$ cat src/sv/gtl_pkg.sv
package gtl_pkg;

    // Configuration register indexes
    typedef enum logic [2:0] {
        CFG_LEFT_EDGE         = 3'd0,
        CFG_RIGHT_EDGE        = 3'd1,
        CFG_BOTTOM_EDGE       = 3'd2,
        CFG_NARROW_CELL_WIDTH = 3'd3,
        CFG_WIDE_CELL_WIDTH   = 3'd4,
        CFG_LINE_HEIGHT       = 3'd5,
        CFG_ASCII_FONT_ROW    = 3'd6
    } cfg_reg_e;

    localparam int CFG_DATA_W = 8;

    // Register reset values
    localparam logic [7:0] RST_LEFT_EDGE     = 8'd0;
    localparam logic [7:0] RST_RIGHT_EDGE    = 8'd159;
    localparam logic [7:0] RST_BOTTOM_EDGE   = 8'd95;
    localparam logic [4:0] RST_NARROW_WIDTH  = 5'd6;
    localparam logic [4:0] RST_WIDE_WIDTH    = 5'd12;
    localparam logic [5:0] RST_LINE_HEIGHT   = 6'd12;
    localparam logic [7:0] RST_ASCII_ROW     = 8'd163;

    // Byte codes
    localparam logic [7:0] BYTE_END     = 8'h00;
    localparam logic [7:0] BYTE_NEWLINE = 8'h0A;
    localparam logic [7:0] BYTE_SPACE   = 8'h20;
    localparam logic [7:0] ASCII_FIRST  = 8'h21;
    localparam logic [7:0] GB_BASE      = 8'hA1;

    // Cursor steps
    localparam logic [7:0] NARROW_STEP = 8'd6;
    localparam logic [7:0] WIDE_STEP   = 8'd12;

    // Font geometry
    localparam int GLYPH_BYTES = 18;
    localparam int FONT_COLS   = 94;
    localparam int ROW_BYTES   = FONT_COLS * GLYPH_BYTES;

    typedef struct packed {
        logic       first_of_string;
        logic [7:0] start_x;
        logic [7:0] start_y;
        logic [7:0] text_byte;
    } in_item_t;

    typedef struct packed {
        logic [7:0]  draw_x;
        logic [7:0]  draw_y;
        logic [15:0] char_code;
        logic        is_wide;
        logic        blank_glyph;
        logic [17:0] glyph_offset;
        logic        halted;
    } out_item_t;

    // Offset of a glyph from zero-based row and column in the font
    function automatic logic [17:0] glyph_offset_f(input logic [6:0] row_idx,
                                                   input logic [6:0] col_idx);
        logic [17:0] row_term;
        logic [17:0] col_term;
        row_term = 18'(row_idx) * 18'(ROW_BYTES);
        col_term = 18'(col_idx) * 18'(GLYPH_BYTES);
        return row_term + col_term;
    endfunction

endpackage

$ cat src/sv/gb2312_text_layout_unit.sv
// An accepted byte enters the input register; the output register holds its result on m_data.
// One byte per cycle unless m_ready stalls; cursor update is combinational from the input register.
// The output register lets a new byte enter while a result waits for m_ready.
// Reset (aresetn low, synchronous): config registers take their defaults, cursor state clears,
// the string is stopped until a byte with first_of_string arrives, both pipeline stages empty.
module gb2312_text_layout_unit
    import gtl_pkg::*;
(
    input  logic                  aclk,
    input  logic                  aresetn,

    input  logic                  cfg_we,
    input  logic [2:0]            cfg_addr,
    input  logic [CFG_DATA_W-1:0] cfg_wdata,

    input  logic                  s_valid,
    output logic                  s_ready,
    input  in_item_t              s_data,

    output logic                  m_valid,
    input  logic                  m_ready,
    output out_item_t             m_data
);

    // ------------------------------------------------------------------
    // Configuration registers
    // ------------------------------------------------------------------
    logic [7:0] left_edge_reg;
    logic [7:0] right_edge_reg;
    logic [7:0] bottom_edge_reg;
    logic [4:0] narrow_width_reg;
    logic [4:0] wide_width_reg;
    logic [5:0] line_height_reg;
    logic [7:0] ascii_row_reg;

    always_ff @(posedge aclk) begin
        if (!aresetn) begin
            left_edge_reg    <= RST_LEFT_EDGE;
            right_edge_reg   <= RST_RIGHT_EDGE;
            bottom_edge_reg  <= RST_BOTTOM_EDGE;
            narrow_width_reg <= RST_NARROW_WIDTH;
            wide_width_reg   <= RST_WIDE_WIDTH;
            line_height_reg  <= RST_LINE_HEIGHT;
            ascii_row_reg    <= RST_ASCII_ROW;
        end else if (cfg_we) begin
            unique case (cfg_reg_e'(cfg_addr))
                CFG_LEFT_EDGE:         left_edge_reg    <= cfg_wdata;
                CFG_RIGHT_EDGE:        right_edge_reg   <= cfg_wdata;
                CFG_BOTTOM_EDGE:       bottom_edge_reg  <= cfg_wdata;
                CFG_NARROW_CELL_WIDTH: narrow_width_reg <= cfg_wdata[4:0];
                CFG_WIDE_CELL_WIDTH:   wide_width_reg   <= cfg_wdata[4:0];
                CFG_LINE_HEIGHT:       line_height_reg  <= cfg_wdata[5:0];
                CFG_ASCII_FONT_ROW:    ascii_row_reg    <= cfg_wdata;
                default: ;   // unused index: write dropped
            endcase
        end
    end

    // ------------------------------------------------------------------
    // Pipeline control
    // ------------------------------------------------------------------
    logic      in_valid_reg;
    in_item_t  in_data_reg;
    logic      out_valid_reg;
    out_item_t out_data_reg;
    logic      advance;     // input stage moves into the output stage
    logic      s_fire;

    assign advance = in_valid_reg && (!out_valid_reg || m_ready);
    assign s_ready = !in_valid_reg || !out_valid_reg || m_ready;
    assign s_fire  = s_valid && s_ready;
    assign m_valid = out_valid_reg;
    assign m_data  = out_data_reg;

    // ------------------------------------------------------------------
    // Text cursor state
    // ------------------------------------------------------------------
    logic [7:0] cursor_x_reg,  cursor_x_next;
    logic [7:0] cursor_y_reg,  cursor_y_next;
    logic       lead_pend_reg, lead_pend_next;
    logic [7:0] lead_byte_reg, lead_byte_next;
    logic       stopped_reg,   stopped_next;

    // Working values once a string start has been applied
    logic [7:0] cx, cy, lb, b;
    logic       lp, stp;

    logic [4:0]  cell_w;
    logic [4:0]  need;
    logic [8:0]  reach;       // rightmost column the character would touch
    logic [8:0]  ny;          // next line y
    logic [9:0]  ny_bottom;   // bottom of the next line
    logic        wraps;
    logic        wrap_halt;
    logic [7:0]  px, py;      // position after a possible wrap

    logic [8:0]  adv_sum;
    logic [7:0]  adv_step;
    logic [7:0]  adv_base;

    logic [7:0]  row_sub, col_sub;
    logic        res_valid;
    out_item_t   res;

    always_comb begin
        cx  = cursor_x_reg;
        cy  = cursor_y_reg;
        lp  = lead_pend_reg;
        lb  = lead_byte_reg;
        stp = stopped_reg;
        b   = in_data_reg.text_byte;
        if (in_data_reg.first_of_string) begin
            cx  = in_data_reg.start_x;
            cy  = in_data_reg.start_y;
            lp  = 1'b0;
            lb  = 8'd0;
            stp = 1'b0;
        end

        // wrap check, shared by narrow chars and lead bytes
        cell_w    = b[7] ? wide_width_reg : narrow_width_reg;
        need      = (cell_w == 5'd0) ? 5'd0 : cell_w - 5'd1;
        reach     = {1'b0, cx} + {4'd0, need};
        ny        = {1'b0, cy} + {3'd0, line_height_reg};
        ny_bottom = {1'b0, ny} + {4'd0, line_height_reg};
        wraps     = reach > {1'b0, right_edge_reg};
        wrap_halt = wraps && (ny_bottom > {2'd0, bottom_edge_reg});
        px        = wraps ? left_edge_reg : cx;
        py        = wraps ? ny[7:0] : cy;

        // cursor advance, saturating
        adv_base = lp ? cx : px;
        adv_step = lp ? WIDE_STEP : NARROW_STEP;
        adv_sum  = {1'b0, adv_base} + {1'b0, adv_step};

        row_sub = 8'd0;
        col_sub = 8'd0;

        cursor_x_next  = cx;
        cursor_y_next  = cy;
        lead_pend_next = lp;
        lead_byte_next = lb;
        stopped_next   = stp;
        res_valid      = 1'b0;
        res            = '0;

        if (stp) begin
            // stopped: byte ignored
        end else if (b == BYTE_END) begin
            stopped_next   = 1'b1;
            lead_pend_next = 1'b0;
        end else if (lp) begin
            // trail byte completes a wide character
            lead_pend_next  = 1'b0;
            row_sub         = lb - GB_BASE;
            col_sub         = b - GB_BASE;
            res_valid       = 1'b1;
            res.draw_x      = cx;
            res.draw_y      = cy;
            res.char_code   = {lb, b};
            res.is_wide     = 1'b1;
            res.blank_glyph = (lb < GB_BASE) || (b < GB_BASE);
            res.glyph_offset = res.blank_glyph ? 18'd0 :
                               glyph_offset_f(row_sub[6:0], col_sub[6:0]);
            cursor_x_next   = adv_sum[8] ? 8'hFF : adv_sum[7:0];
        end else if (b == BYTE_NEWLINE) begin
            cursor_x_next = left_edge_reg;
            if (ny > {1'b0, bottom_edge_reg}) begin
                stopped_next   = 1'b1;
                lead_pend_next = 1'b0;
                res_valid      = 1'b1;
                res.halted     = 1'b1;
            end else begin
                cursor_y_next = ny[7:0];
            end
        end else if (wrap_halt) begin
            cursor_x_next  = left_edge_reg;
            stopped_next   = 1'b1;
            lead_pend_next = 1'b0;
            res_valid      = 1'b1;
            res.halted     = 1'b1;
        end else if (!b[7]) begin
            // narrow character from the full-width ASCII row
            row_sub         = ascii_row_reg - GB_BASE;
            col_sub         = b - ASCII_FIRST;
            res_valid       = 1'b1;
            res.draw_x      = px;
            res.draw_y      = py;
            res.char_code   = {8'd0, b};
            res.blank_glyph = (b <= BYTE_SPACE) || (ascii_row_reg < GB_BASE);
            res.glyph_offset = res.blank_glyph ? 18'd0 :
                               glyph_offset_f(row_sub[6:0], col_sub[6:0]);
            cursor_x_next   = adv_sum[8] ? 8'hFF : adv_sum[7:0];
            cursor_y_next   = py;
        end else begin
            // lead byte: position settled now, character emitted on the trail
            cursor_x_next  = px;
            cursor_y_next  = py;
            lead_pend_next = 1'b1;
            lead_byte_next = b;
        end
    end

    always_ff @(posedge aclk) begin
        if (!aresetn) begin
            in_valid_reg  <= 1'b0;
            out_valid_reg <= 1'b0;
            cursor_x_reg  <= 8'd0;
            cursor_y_reg  <= 8'd0;
            lead_pend_reg <= 1'b0;
            lead_byte_reg <= 8'd0;
            stopped_reg   <= 1'b1;
        end else begin
            if (s_fire) begin
                in_valid_reg <= 1'b1;
            end else if (advance) begin
                in_valid_reg <= 1'b0;
            end
            if (advance) begin
                out_valid_reg <= res_valid;
                cursor_x_reg  <= cursor_x_next;
                cursor_y_reg  <= cursor_y_next;
                lead_pend_reg <= lead_pend_next;
                lead_byte_reg <= lead_byte_next;
                stopped_reg   <= stopped_next;
            end else if (m_ready) begin
                out_valid_reg <= 1'b0;
            end
        end
    end

    // payload registers, no reset
    always_ff @(posedge aclk) begin
        if (s_fire) begin
            in_data_reg <= s_data;
        end
        if (advance && res_valid) begin
            out_data_reg <= res;
        end
    end

    // ------------------------------------------------------------------
    // Assertions
    // ------------------------------------------------------------------
    // a halt beat carries nothing but the halted flag
    assert property (@(posedge aclk) disable iff (!aresetn)
        m_valid && m_data.halted |->
            m_data.draw_x == 8'd0 && m_data.draw_y == 8'd0 &&
            m_data.char_code == 16'd0 && !m_data.is_wide && !m_data.blank_glyph)
        else $error("halt beat with nonzero fields");

    // a blank glyph never points into the font
    assert property (@(posedge aclk) disable iff (!aresetn)
        m_valid && m_data.blank_glyph |-> m_data.glyph_offset == 18'd0)
        else $error("blank glyph with nonzero offset");

    // a wide character always has a lead byte of 0x80 or above
    assert property (@(posedge aclk) disable iff (!aresetn)
        m_valid && m_data.is_wide |-> m_data.char_code[15])
        else $error("wide character without lead byte");

    // a processed halt leaves the string stopped with no pending lead
    assert property (@(posedge aclk) disable iff (!aresetn)
        advance && res_valid && res.halted |=> stopped_reg && !lead_pend_reg)
        else $error("string not stopped after halt");

endmodule

$ cat config.mk
export PLATFORM = sky130hd
export DESIGN_NAME = gb2312_text_layout_unit
export DESIGN_NICKNAME = d
export VERILOG_FILES = /design/src/sv/gtl_pkg.sv /design/src/sv/gb2312_text_layout_unit.sv
export SDC_FILE = /design/constraint.sdc
export NUM_CORES = 1
export LEC_CHECK = 0
export ABC_AREA = 1
export BUFFER_PORTS_ARGS = -buffer_cell sky130_fd_sc_hd__buf_2
export CAP_MARGIN = 20
export CORE_ASPECT_RATIO = 1.25
export CORE_MARGIN = 8
export CORE_UTILIZATION = 26
export DETAILED_ROUTE_END_ITERATION = 10
export GPL_TIMING_DRIVEN = 0
export PLACE_DENSITY_LB_ADDON = 0.05
export SLEW_MARGIN = 20
export SYNTH_ARGS = -nofsm -noshare
export SYNTH_HDL_FRONTEND = slang
export SYNTH_SLANG_ARGS = --single-unit
$ cat constraint.sdc
create_clock -name aclk -period 8.6 [get_ports aclk]
set_clock_uncertainty 0.2 [all_clocks]
set_input_delay 0.43 -clock aclk [delete_from_list [all_inputs] [get_ports aclk]]
set_output_delay 0.43 -clock aclk [all_outputs]
set_load 0.05 [all_outputs]
==> flow_metrics.env, run 1 <==
export IMPL_status="finished clean"
export IMPL_root_buffer="clkbuf_16"
export IMPL_ys_flop_type="edfxtp_1"
export IMPL_clkPwrFrac_pct=22.6
export IMPL_die_area_um2=57400
export IMPL_layout_drive_gt1_share_pct=11.0
export IMPL_wl_per_cell_um=17.2
export IMPL_grtUsageTotal_pct=15.3
export IMPL_ys_seq_area_share_pct=29.5
export IMPL_overflow=0
export IMPL_start_kind="flip-flop"
export IMPL_synth_edff_count=77
export IMPL_worstPathArrival_ps=7660
export IMPL_grt_max_degree=29
export IMPL_gp_congestion=0.851
export IMPL_post_cts_buffers=0
export IMPL_power_frac_comb_pct=55.6
export IMPL_layout_cells_most_common="nand2_1"
export IMPL_portBuffers=94
export IMPL_fill_cells=5435
export IMPL_ctsHtreeMaxLevel=4
export IMPL_grt_pass1_wl_mm=67.7
export IMPL_slowest_stage="fa_1"
export IMPL_boundaryPins=96
export IMPL_switching_share_pct=45.5
export IMPL_relSlewSlack_pct=29.7
export IMPL_cts_buffers=17
export IMPL_tightestPinTransition_ps=1040
export IMPL_max_cap_violations=0
export IMPL_drt_pass1_iterations=5
export IMPL_core_um2=49400
export IMPL_rsz0062_at_grt="no"
export IMPL_synthTopCellsByArea="edfxtp_1 18%, ha_1 16%, dfxtp_1 12%, nand2_1 8.8%, inv_1 8.6%"
export IMPL_avgSynthCellArea_um2=7.59
export IMPL_path_clk_slew_ps=70
export IMPL_vias=11321
export IMPL_yosysWarningCount=0
export IMPL_clk_latency_ps=460
export IMPL_p_per_area_nw_per_um2=249
export IMPL_antenna_cells=0
export IMPL_die_width_um=216
export IMPL_largest_reg_flops=52
export IMPL_fp_dieH_um=266
export IMPL_ir_drop_v=0.000153
export IMPL_fin_nets=2086
export IMPL_viasPerCell=4.50
export IMPL_dr_first_iter_drc_count=567
export IMPL_ant_nets=0
export IMPL_report_final_slew_viol_count=0
export IMPL_seqPwrFrac_pct=21.8
export IMPL_worstPathRequired_ps=8690
export IMPL_grt_pass1_vias=11886
export IMPL_r2r_slack_ps=1030
export IMPL_drc=0
export IMPL_setup_viol=0
export IMPL_async_flop_share_pct=0
export IMPL_clockBufferDepth=2
export IMPL_syn_num_nets=1947
export IMPL_cp_max_fo=18
export IMPL_yosysTopAreaCellShare_pct=17.8
export IMPL_critPathKind="reg2reg"
export IMPL_layout_worst_path_cycle_share_pct=88.0
export IMPL_end_kind="flip-flop"
export IMPL_cts_tree="built"
export IMPL_timing_critical_path_mode_cell="inv_1"
export IMPL_yosysUniqueCellTypes=58
export IMPL_hold_ws_ps=83.2
export IMPL_initial_utilization_pct=26.3
export IMPL_hp_class="in2reg"
export IMPL_final_min_clock_period_ps=7570
export IMPL_syn_inst=1711
export IMPL_final_cell_mix="306 x nand2_1, 296 x inv_1, 163 x ha_1"
export IMPL_p_int_mw=2.07
export IMPL_p_leak_nw=7.23
export IMPL_utilization_pct=30.9
export IMPL_ys_seq_elements=153
export IMPL_max_freq_mhz=132
export IMPL_rows=91
export IMPL_max_stage_delay_ps=530
export IMPL_switchingPower_mw=1.73
export IMPL_area_growth_pct=17.5
export IMPL_antenna_found_initial=0
export IMPL_finalHoldViolCount=0
export IMPL_synth_area_um2=13000
export IMPL_cts_sinks=153
export IMPL_synth_area_leader_cell="edfxtp_1"
export IMPL_dp_hpwl_mm=35.7
export IMPL_wl_mm=43.3
==> metrics by stage <==
stage	TNS, ps	worst slack [ps]	instances	instance area [µm²]	power, mW
final	0	1030	2513	15300	3.80
after floorplan	0	1640	1711	13000	2.47
after global placement	-4780	-149	2456	14300	2.99
after detailed placement	-286	-225	2458	14300	2.99
after CTS	0	62.1	2514	15300	3.89
after global routing	0	266	2513	15300	4.22
==> power by group through the flow <==
stage | Clock, mW | Sequential (mW) | Combinational [mW]
5_1_grt | 0.910 | 0.834 | 2.47
3_5_place_dp | 0 | 0.846 | 2.15
4_1_cts | 0.888 | 0.830 | 2.17
2_1_floorplan | 0 | 0.880 | 1.59
3_3_place_gp | 0 | 0.847 | 2.15
6_report | 0.857 | 0.830 | 2.12
==> layout make-up <==
cell class	instances	area (µm²)	share of cell area (%)
timing repair buffer	121	768	5.03
clock inverter	12	186	1.22
tap	651	815	5.34
clock buffer	19	464	3.04
inverter	307	1160	7.61
multi-input combinational	1216	7860	51.5
sequential	153	3830	25.1
buffer	34	176	1.16
==> synthesized netlist by cell type, types with 11 or more instances <==
master / instances
a21oi_1: 151
a31oi_1: 11
clkbuf_1: 25
dfxtp_1: 76
edfxtp_1: 77
fa_1: 32
ha_1: 163
inv_1: 297
nand2_1: 306
nand3_1: 100
nand4_1: 13
nor2_1: 131
nor3_1: 13
o211ai_1: 14
o21ai_0: 107
o21ai_1: 13
o21bai_1: 13
or2_2: 22
xnor2_1: 15
xor2_1: 44
==> worst max-delay path, delay by kind of cell, from the launching register on <==
| kind | cells | cell delay [ps] |
|---|---|---|
| fa+ha+maj | 7 | 2610 |
| simple gates | 11 | 1800 |
| buf+inv | 10 | 1180 |
| xor+xnor | 1 | 130 |
| flops | 1 | 390 |
| compound gates | 6 | 1090 |
==> worst paths after layout <==
kind	startpoint	endpoint	cells after the start
worst max-delay path	in_data_reg[24]$_DFFE_PP_	m_data[17]$_SDFFCE_PP0P_	35
worst min-delay path	cfg_wdata[7]	right_edge_reg[7]$_SDFFE_PN1P_	3
worst max register to register	in_data_reg[24]$_DFFE_PP_	m_data[17]$_SDFFCE_PP0P_	35
worst min register to register	wide_width_reg[3]$_SDFFE_PN1P_	wide_width_reg[3]$_SDFFE_PN1P_	2
==> routing by layer <==
metal  vias to the layer above  share of wire (%)  track usage, %
met3                        32                2.0            1.90
met4                         0                2.0            4.78
met2                       117                 53            28.6
met5                         -                  0               0
met1                      5267                 43            17.8
li1                       5905                  -               -
==> cells by family after synthesis <==
family / share of synthesized area [%]
other cells: 0.0289
flops: 29.5
buf+inv: 10.3
mux: 0.231
fa+ha+maj: 20.6
simple gates: 20.8
xor+xnor: 4.10
compound gates: 14.4
==> repair_timing <==
action / in CTS / in global routing
endpoints found under the setup margin: 3 / 6
resized for setup: 3 / 3
hold buffers: 25 / 0
hold endpoints to repair: 25 / 0
Note: power is estimated with default switching activity, not from simulation.
==> run 2, diff against run 1 <==
--- a/config.mk
+++ b/config.mk
@@ -5,7 +5,7 @@
 export SDC_FILE = /design/constraint.sdc
 export NUM_CORES = 1
 export LEC_CHECK = 0
-export ABC_AREA = 1
+export ABC_AREA = 0
 export BUFFER_PORTS_ARGS = -buffer_cell sky130_fd_sc_hd__buf_2
 export CAP_MARGIN = 20
 export CORE_ASPECT_RATIO = 1.25
==> run 2 against run 1 <==
Sequential share of layout area increased by 0.29 points. First-iteration DRC count decreased by 26%. Clock-buffer cell count decreased by 2. Clock power decreased by 12%. Global-route usage increased by 0.14 points. Routed wire length increased by 1.4%. Utilization decreased by 0.14 points. Sequential cell count unchanged. Sequential power decreased by 0.8%. Critical path depth decreased by 6. Critical path type unchanged. Largest cell class unchanged. Highest routed layer unchanged.
==> flow_metrics.env, run 2 <==
export IMPL_status="finished clean"
export IMPL_synth_compound_area_share_pct=18.2
export IMPL_yosysTopAreaCellShare_pct=18.0
export IMPL_portBuffers=92
export IMPL_rsz0062_at_grt="no"
export IMPL_synthTopCellsByArea="edfxtp_1 18%, ha_1 16%, dfxtp_1 12%, fa_1 5.0%, xnor2_1 3.9%"
export IMPL_critPathKind="reg2reg"
export IMPL_timing_critical_path_mode_cell="inv_1"
export IMPL_area_growth_pct=17.3
export IMPL_post_cts_buffers=0
export IMPL_p_total_mw=3.23
export IMPL_viasPerCell=4.84
export IMPL_root_buffer="clkbuf_16"
export IMPL_power_frac_comb_pct=51.2
export IMPL_p_int_mw=1.87
export IMPL_synth_edff_count=77
export IMPL_switchingPower_mw=1.36
export IMPL_max_stage_delay_ps=550
export IMPL_cp_max_fo=19
export IMPL_report_final_slew_viol_count=0
export IMPL_largest_reg_flops=52
export IMPL_antenna_cells=0
export IMPL_ff_latch_area_um2=3830
export IMPL_use_met1_pct=17.8
export IMPL_dr_first_iter_drc_count=421
export IMPL_layout_drive_gt1_share_pct=11.6
export IMPL_slowest_stage="edfxtp_1"
export IMPL_initial_utilization_pct=26.2
export IMPL_multi_input_comb_area_um2=8350
export IMPL_grt_max_degree=22
export IMPL_synthTopCellsByCount="163 x ha_1, 135 x inv_1, 131 x nand2_1"
export IMPL_clkPwrFrac_pct=23.3
export IMPL_cts_sinks=153
export IMPL_path_clk_slew_ps=70
export IMPL_drc=0
export IMPL_synthMuxAreaShare_pct=3.52
export IMPL_synth_area_leader_cell="edfxtp_1"
export IMPL_ys_seq_area_share_pct=29.8
export IMPL_hp_class="in2reg"
export IMPL_tns_ps=0
export IMPL_ys_flop_type="edfxtp_1"
export IMPL_max_freq_mhz=125
export IMPL_relSlewSlack_pct=34.4
export IMPL_yosysMostFrequentCell="ha_1"
export IMPL_ys_seq_elements=153
export IMPL_clockBufferDepth=2
export IMPL_cts_tree="built"
export IMPL_p_per_area_nw_per_um2=214
export IMPL_fin_nets=1787
export IMPL_seqPwrFrac_pct=25.5
export IMPL_synth_fa_ha_area_share_pct=20.8
export IMPL_clk_latency_ps=460
export IMPL_setup_viol=0
export IMPL_grt_most_used_layer="met2"
export IMPL_antenna_found_initial=0
export IMPL_ir_drop_v=0.000152
export IMPL_max_cap_violations=0
export IMPL_layout_cells_most_common="ha_1"
export IMPL_yosysWarningCount=0
export IMPL_finalHoldViolCount=0
export IMPL_tightestPinTransition_ps=976
export IMPL_syn_inst=1413
export IMPL_wl_mm=43.9
export IMPL_final_min_clock_period_ps=7970
export IMPL_hold_ws_ps=15.1
export IMPL_worstPathRequired_ps=8580
export IMPL_boundaryPins=96
export IMPL_ant_nets=0
export IMPL_start_kind="flip-flop"
export IMPL_dp_hpwl_mm=36.1
export IMPL_wl_per_cell_um=19.8
export IMPL_synth_xor_area_share_pct=6.47
export IMPL_overflow=0
export IMPL_core_um2=49100
export IMPL_grt_util_met2_pct=28.8
export IMPL_ctsHtreeMaxLevel=4
export IMPL_grt_pass1_vias=11126
export IMPL_fill_cells=5267
export IMPL_r2r_slack_ps=630
export IMPL_p_leak_nw=6.54
export IMPL_synth_top_family_by_area="adder cells"
export IMPL_grt_use_met3_pct=2.09
export IMPL_yosysUniqueCellTypes=90
export IMPL_layout_worst_path_cycle_share_pct=92.7
export IMPL_switching_share_pct=42.0
export IMPL_synth_area_um2=12900
export IMPL_async_flop_share_pct=0
export IMPL_preCtsSetupSlack_ps=-614
export IMPL_grtUsageTotal_pct=15.4
export IMPL_drt_pass1_iterations=5
export IMPL_rows=91
export IMPL_final_cell_mix="163 x ha_1, 135 x inv_1, 131 x nand2_1"
export IMPL_gp_congestion=0.796
export IMPL_end_kind="flip-flop"
export IMPL_worstPathArrival_ps=7940
export IMPL_final_setup_worst_slack_ps=631
export IMPL_syn_num_nets=1649
export IMPL_fp_dieH_um=265
export IMPL_avgSynthCellArea_um2=9.10
export IMPL_grt_pass1_wl_mm=67.1
export IMPL_die_width_um=215
export IMPL_vias=10717
export IMPL_synth_simple_area_share_pct=15.7
export IMPL_cts_buffers=17
export IMPL_die_area_um2=56900
-- run 2: layout make-up --
type                       count  share of cell area, %
inverter                     135                   3.36
clock buffer                  17                   2.82
tap                          651                   5.40
multi-input combinational   1079                   55.4
sequential                   153                   25.4
timing repair buffer         120                   5.37
clock inverter                15                  0.954
buffer                        45                   1.30
-- run 2: timing repair --
action | CTS | global route
hold endpoints to repair | 24 | 0
hold buffers | 24 | 0
gates resized for setup | 3 | 2
cloned | 0 | 0
setup endpoints to repair | 6 | 6
-- run 2: power groups by stage --
stage	registers [mW]	clock network, mW	logic [mW]
floorplan	0.857	0	1.21
detailed placement	0.840	0	1.67
CTS	0.824	0.777	1.69
finish	0.823	0.753	1.65
global route	0.826	0.800	1.86
global placement	0.842	0	1.66
-- run 2: critical path: cells and delay by family, from the launching register on --
kind	cells	cell delay [ps]
flip-flops	1	550
multiplexers	1	350
AO/OA/AOI/OAI	4	1000
adder cells (fa/ha/maj)	7	2680
AND/OR/NAND/NOR	7	1250
XOR/XNOR	2	270
buffers and inverters	8	1360
-- run 2: kinds of logic (layout without fill, tap and decap cells) --
group	count (synthesis)	count (layout)
muxes	44	44
adders and majority gates	195	195
DFF	153	153
buffers and inverters	181	332
AOI/OAI and AO/OA	329	329
other	1	1
and+or+nand+nor	415	415
xor gates and xnor gates	95	95
-- run 2: worst paths after layout --
kind / endpoint / depth (start not counted) / start
hold reg to reg: bottom_edge_reg[5]$_SDFFE_PN0P_ / 2 / bottom_edge_reg[5]$_SDFFE_PN0P_
hold / removal: b[7]$_DFFE_PP_ / 1 / s_data[7]
setup reg to reg: m_data[14]$_SDFFCE_PP0P_ / 29 / in_data_reg[24]$_DFFE_PP_
setup / recovery: m_data[14]$_SDFFCE_PP0P_ / 29 / in_data_reg[24]$_DFFE_PP_
-- run 2: metal layers --
layer / share of wire, % / vias up
met4: 2.4 / 0
li1: - / 5329
met1: 43 / 5195
met2: 53 / 148
met5: 0 / -
met3: 2.4 / 45
-- run 2: through the flow --
stage	cell area, µm²	instances	util (%)
6_report	15100	2215	30.7
5_1_grt	15100	2215	30.7
4_1_cts	15100	2216	30.7
3_5_place_dp	14300	2160	29.1
3_3_place_gp	14100	2156	28.8
2_1_floorplan	12900	1413	-
==> run 3, diff against run 2 <==
--- a/config.mk
+++ b/config.mk
@@ -14,7 +14,7 @@
 export DETAILED_ROUTE_END_ITERATION = 10
 export GPL_TIMING_DRIVEN = 0
 export PLACE_DENSITY_LB_ADDON = 0.05
-export SLEW_MARGIN = 20
+export SLEW_MARGIN = 10
 export SYNTH_ARGS = -nofsm -noshare
 export SYNTH_HDL_FRONTEND = slang
 export SYNTH_SLANG_ARGS = --single-unit
==> constraint.sdc (replaced) <==
create_clock -name aclk -period 6.4 [get_ports aclk]
set_clock_uncertainty 0.2 [all_clocks]
set_input_delay 0.32 -clock aclk [delete_from_list [all_inputs] [get_ports aclk]]
set_output_delay 0.32 -clock aclk [all_outputs]
set_load 0.05 [all_outputs]
==> run 3 against run 2 <==
Sequential cell count did not move. Via count is 0.97% higher. Final cell count rose by 1.7%. Combinational power increased by 54%. Routed wire length rose by 2.2%. Register-to-register slack got worse by 620 ps. Critical endpoint unchanged. Largest cell class unchanged.
==> flow_metrics.env, run 3 (same netlist as run 2, synthesis figures left out) <==
export IMPL_boundaryPins=96
export IMPL_fp_dieH_um=265
export IMPL_antenna_cells=0
export IMPL_timing_critical_path_mode_cell="inv_2"
export IMPL_multi_input_comb_area_um2=8750
export IMPL_wl_mm=44.9
export IMPL_dr_first_iter_drc_count=409
export IMPL_r2r_cells=30
export IMPL_finalHoldViolCount=0
export IMPL_p_leak_nw=6.87
export IMPL_p_total_mw=4.72
export IMPL_grt_most_used_layer="met2"
export IMPL_use_met1_pct=17.8
export IMPL_hp_class="in2reg"
export IMPL_rsz0062_at_grt="yes"
export IMPL_hold_ws_ps=14.2
export IMPL_hold_end="left_edge_reg[6]$_SDFFE_PN0P_"
export IMPL_grt_max_degree=21
export IMPL_viasPerCell=4.81
export IMPL_crit_buf_inv=9
export IMPL_vias=10821
export IMPL_clockBufferDepth=2
export IMPL_cpLargestDelayFamily="adder cells"
export IMPL_cts_buffers=17
export IMPL_dp_cells=2159
export IMPL_cts_sinks=153
export IMPL_worstPathArrival_ps=6370
export IMPL_end_kind="flip-flop"
export IMPL_path_clk_slew_ps=70
export IMPL_max_freq_mhz=156
export IMPL_final_cell_mix="157 x ha_1, 130 x nand2_1, 130 x inv_1"
export IMPL_reg2reg_to="m_data[14]$_SDFFCE_PP0P_"
export IMPL_core_um2=49100
export IMPL_gp_congestion=0.805
export IMPL_worstPathRequired_ps=6380
export IMPL_area_growth_pct=23.4
export IMPL_layout_drive_gt1_share_pct=17.5
export IMPL_grt_pass1_vias=11201
export IMPL_grtUsageTotal_pct=15.8
export IMPL_overflow=0
export IMPL_tightestPinTransition_ps=1060
export IMPL_tns_ps=0
export IMPL_die_area_um2=56900
export IMPL_slowest_stage="fa_1"
export IMPL_drc=0
export IMPL_rr_startpoint="in_data_reg[24]$_DFFE_PP_"
export IMPL_portBuffers=92
export IMPL_ant_nets=0
export IMPL_ff_latch_area_um2=3840
export IMPL_fill_cells=5251
export IMPL_startpoint="in_data_reg[24]$_DFFE_PP_"
export IMPL_layout_worst_path_cycle_share_pct=99.9
export IMPL_ctsHtreeMaxLevel=4
export IMPL_antenna_found_initial=0
export IMPL_largest_reg_flops=52
export IMPL_drt_pass1_iterations=5
export IMPL_report_final_slew_viol_count=0
export IMPL_final_cells=2252
export IMPL_rows=91
export IMPL_initial_utilization_pct=26.2
export IMPL_final_min_clock_period_ps=6390
export IMPL_grt_use_met3_pct=2.03
export IMPL_utilization_pct=32.4
export IMPL_root_buffer="clkbuf_16"
export IMPL_start_kind="flip-flop"
export IMPL_r2r_slack_ps=7
export IMPL_grt_pass1_wl_mm=68.4
export IMPL_die_width_um=215
export IMPL_hp_start="cfg_wdata[6]"
export IMPL_fin_nets=1824
export IMPL_ir_drop_v=0.000205
export IMPL_relSlewSlack_pct=28.9
export IMPL_layout_cells_most_common="ha_1"
export IMPL_cts_tree="built"
export IMPL_critPathKind="reg2reg"
export IMPL_clk_latency_ps=470
export IMPL_cp_max_fo=6
export IMPL_status="finished clean"
export IMPL_p_per_area_nw_per_um2=297
export IMPL_grt_util_met2_pct=29.6
export IMPL_dp_hpwl_mm=36.2
export IMPL_setup_viol=0
export IMPL_max_stage_delay_ps=510
export IMPL_wl_per_cell_um=19.9
export IMPL_max_cap_violations=0
export IMPL_hold_depth=3
run 3: cell types whose count changed in the layout (fill, tap and decap cells not counted), sizes merged:
cell         before  now
buf             106  139
dlygate4sd3      24   28
clkinvlp          3    0
inv             139  142
clkbuf           52   54
clkinv            7    5
run 3: layer usage:
| layer | vias to the layer above | share of wire (%) |
|---|---|---|
| li1 | 5413 | - |
| met4 | 0 | 2.8 |
| met1 | 5157 | 42 |
| met5 | - | 0 |
| met3 | 52 | 2.7 |
| met2 | 199 | 53 |
run 3: power by group:
group	leakage [nW]	switching, mW	internal (mW)
clock	0.299	0.502	0.576
sequential	1.35	0.0312	1.07
combinational	5.23	1.45	1.09
run 3: through the flow:
stage / setup slack (ps) / area [µm²]
final: 7.05 / 15900
after global routing: -254 / 15900
after CTS: 1.39 / 15700
after detailed placement: -1260 / 14400
after global placement: -1930 / 14300
after floorplan: 34.2 / 13000
run 3: what timing repair did:
action / CTS / global route
buffers inserted: 30 / 5
endpoints found under the hold margin: 29 / 0
setup endpoints to repair: 120 / 114
gates resized for setup: 39 / 38
hold buffers: 28 / 0
pin swaps: 26 / 24
run 3: tightest hold or removal path: stages:
cell      delay (ps)
buf_2            170
nand2_1           70
a21boi_0          60
run 3: how the worst max path moves through the flow:
stage                               endpoint  slack (ps)  depth (start not counted)
finish              m_data[14]$_SDFFCE_PP0P_           7                         30
global route        m_data[14]$_SDFFCE_PP0P_        -250                         30
CTS                 m_data[18]$_SDFFCE_PP0P_           1                         31
detailed placement  m_data[18]$_SDFFCE_PP0P_       -1260                         24
global placement    m_data[22]$_SDFFCE_PP0P_       -1930                         21
floorplan           m_data[15]$_SDFFCE_PP0P_          30                         29
run 3: cell type report:
type / instances / area share (%)
clock buffers: 19 / 2.85
well taps: 651 / 5.13
clock inverters: 13 / 0.962
inverters: 135 / 3.21
multi-input cells: 1079 / 55.1
flip-flops and latches: 153 / 24.2
plain buffers: 44 / 1.55
repair buffers: 158 / 7.00
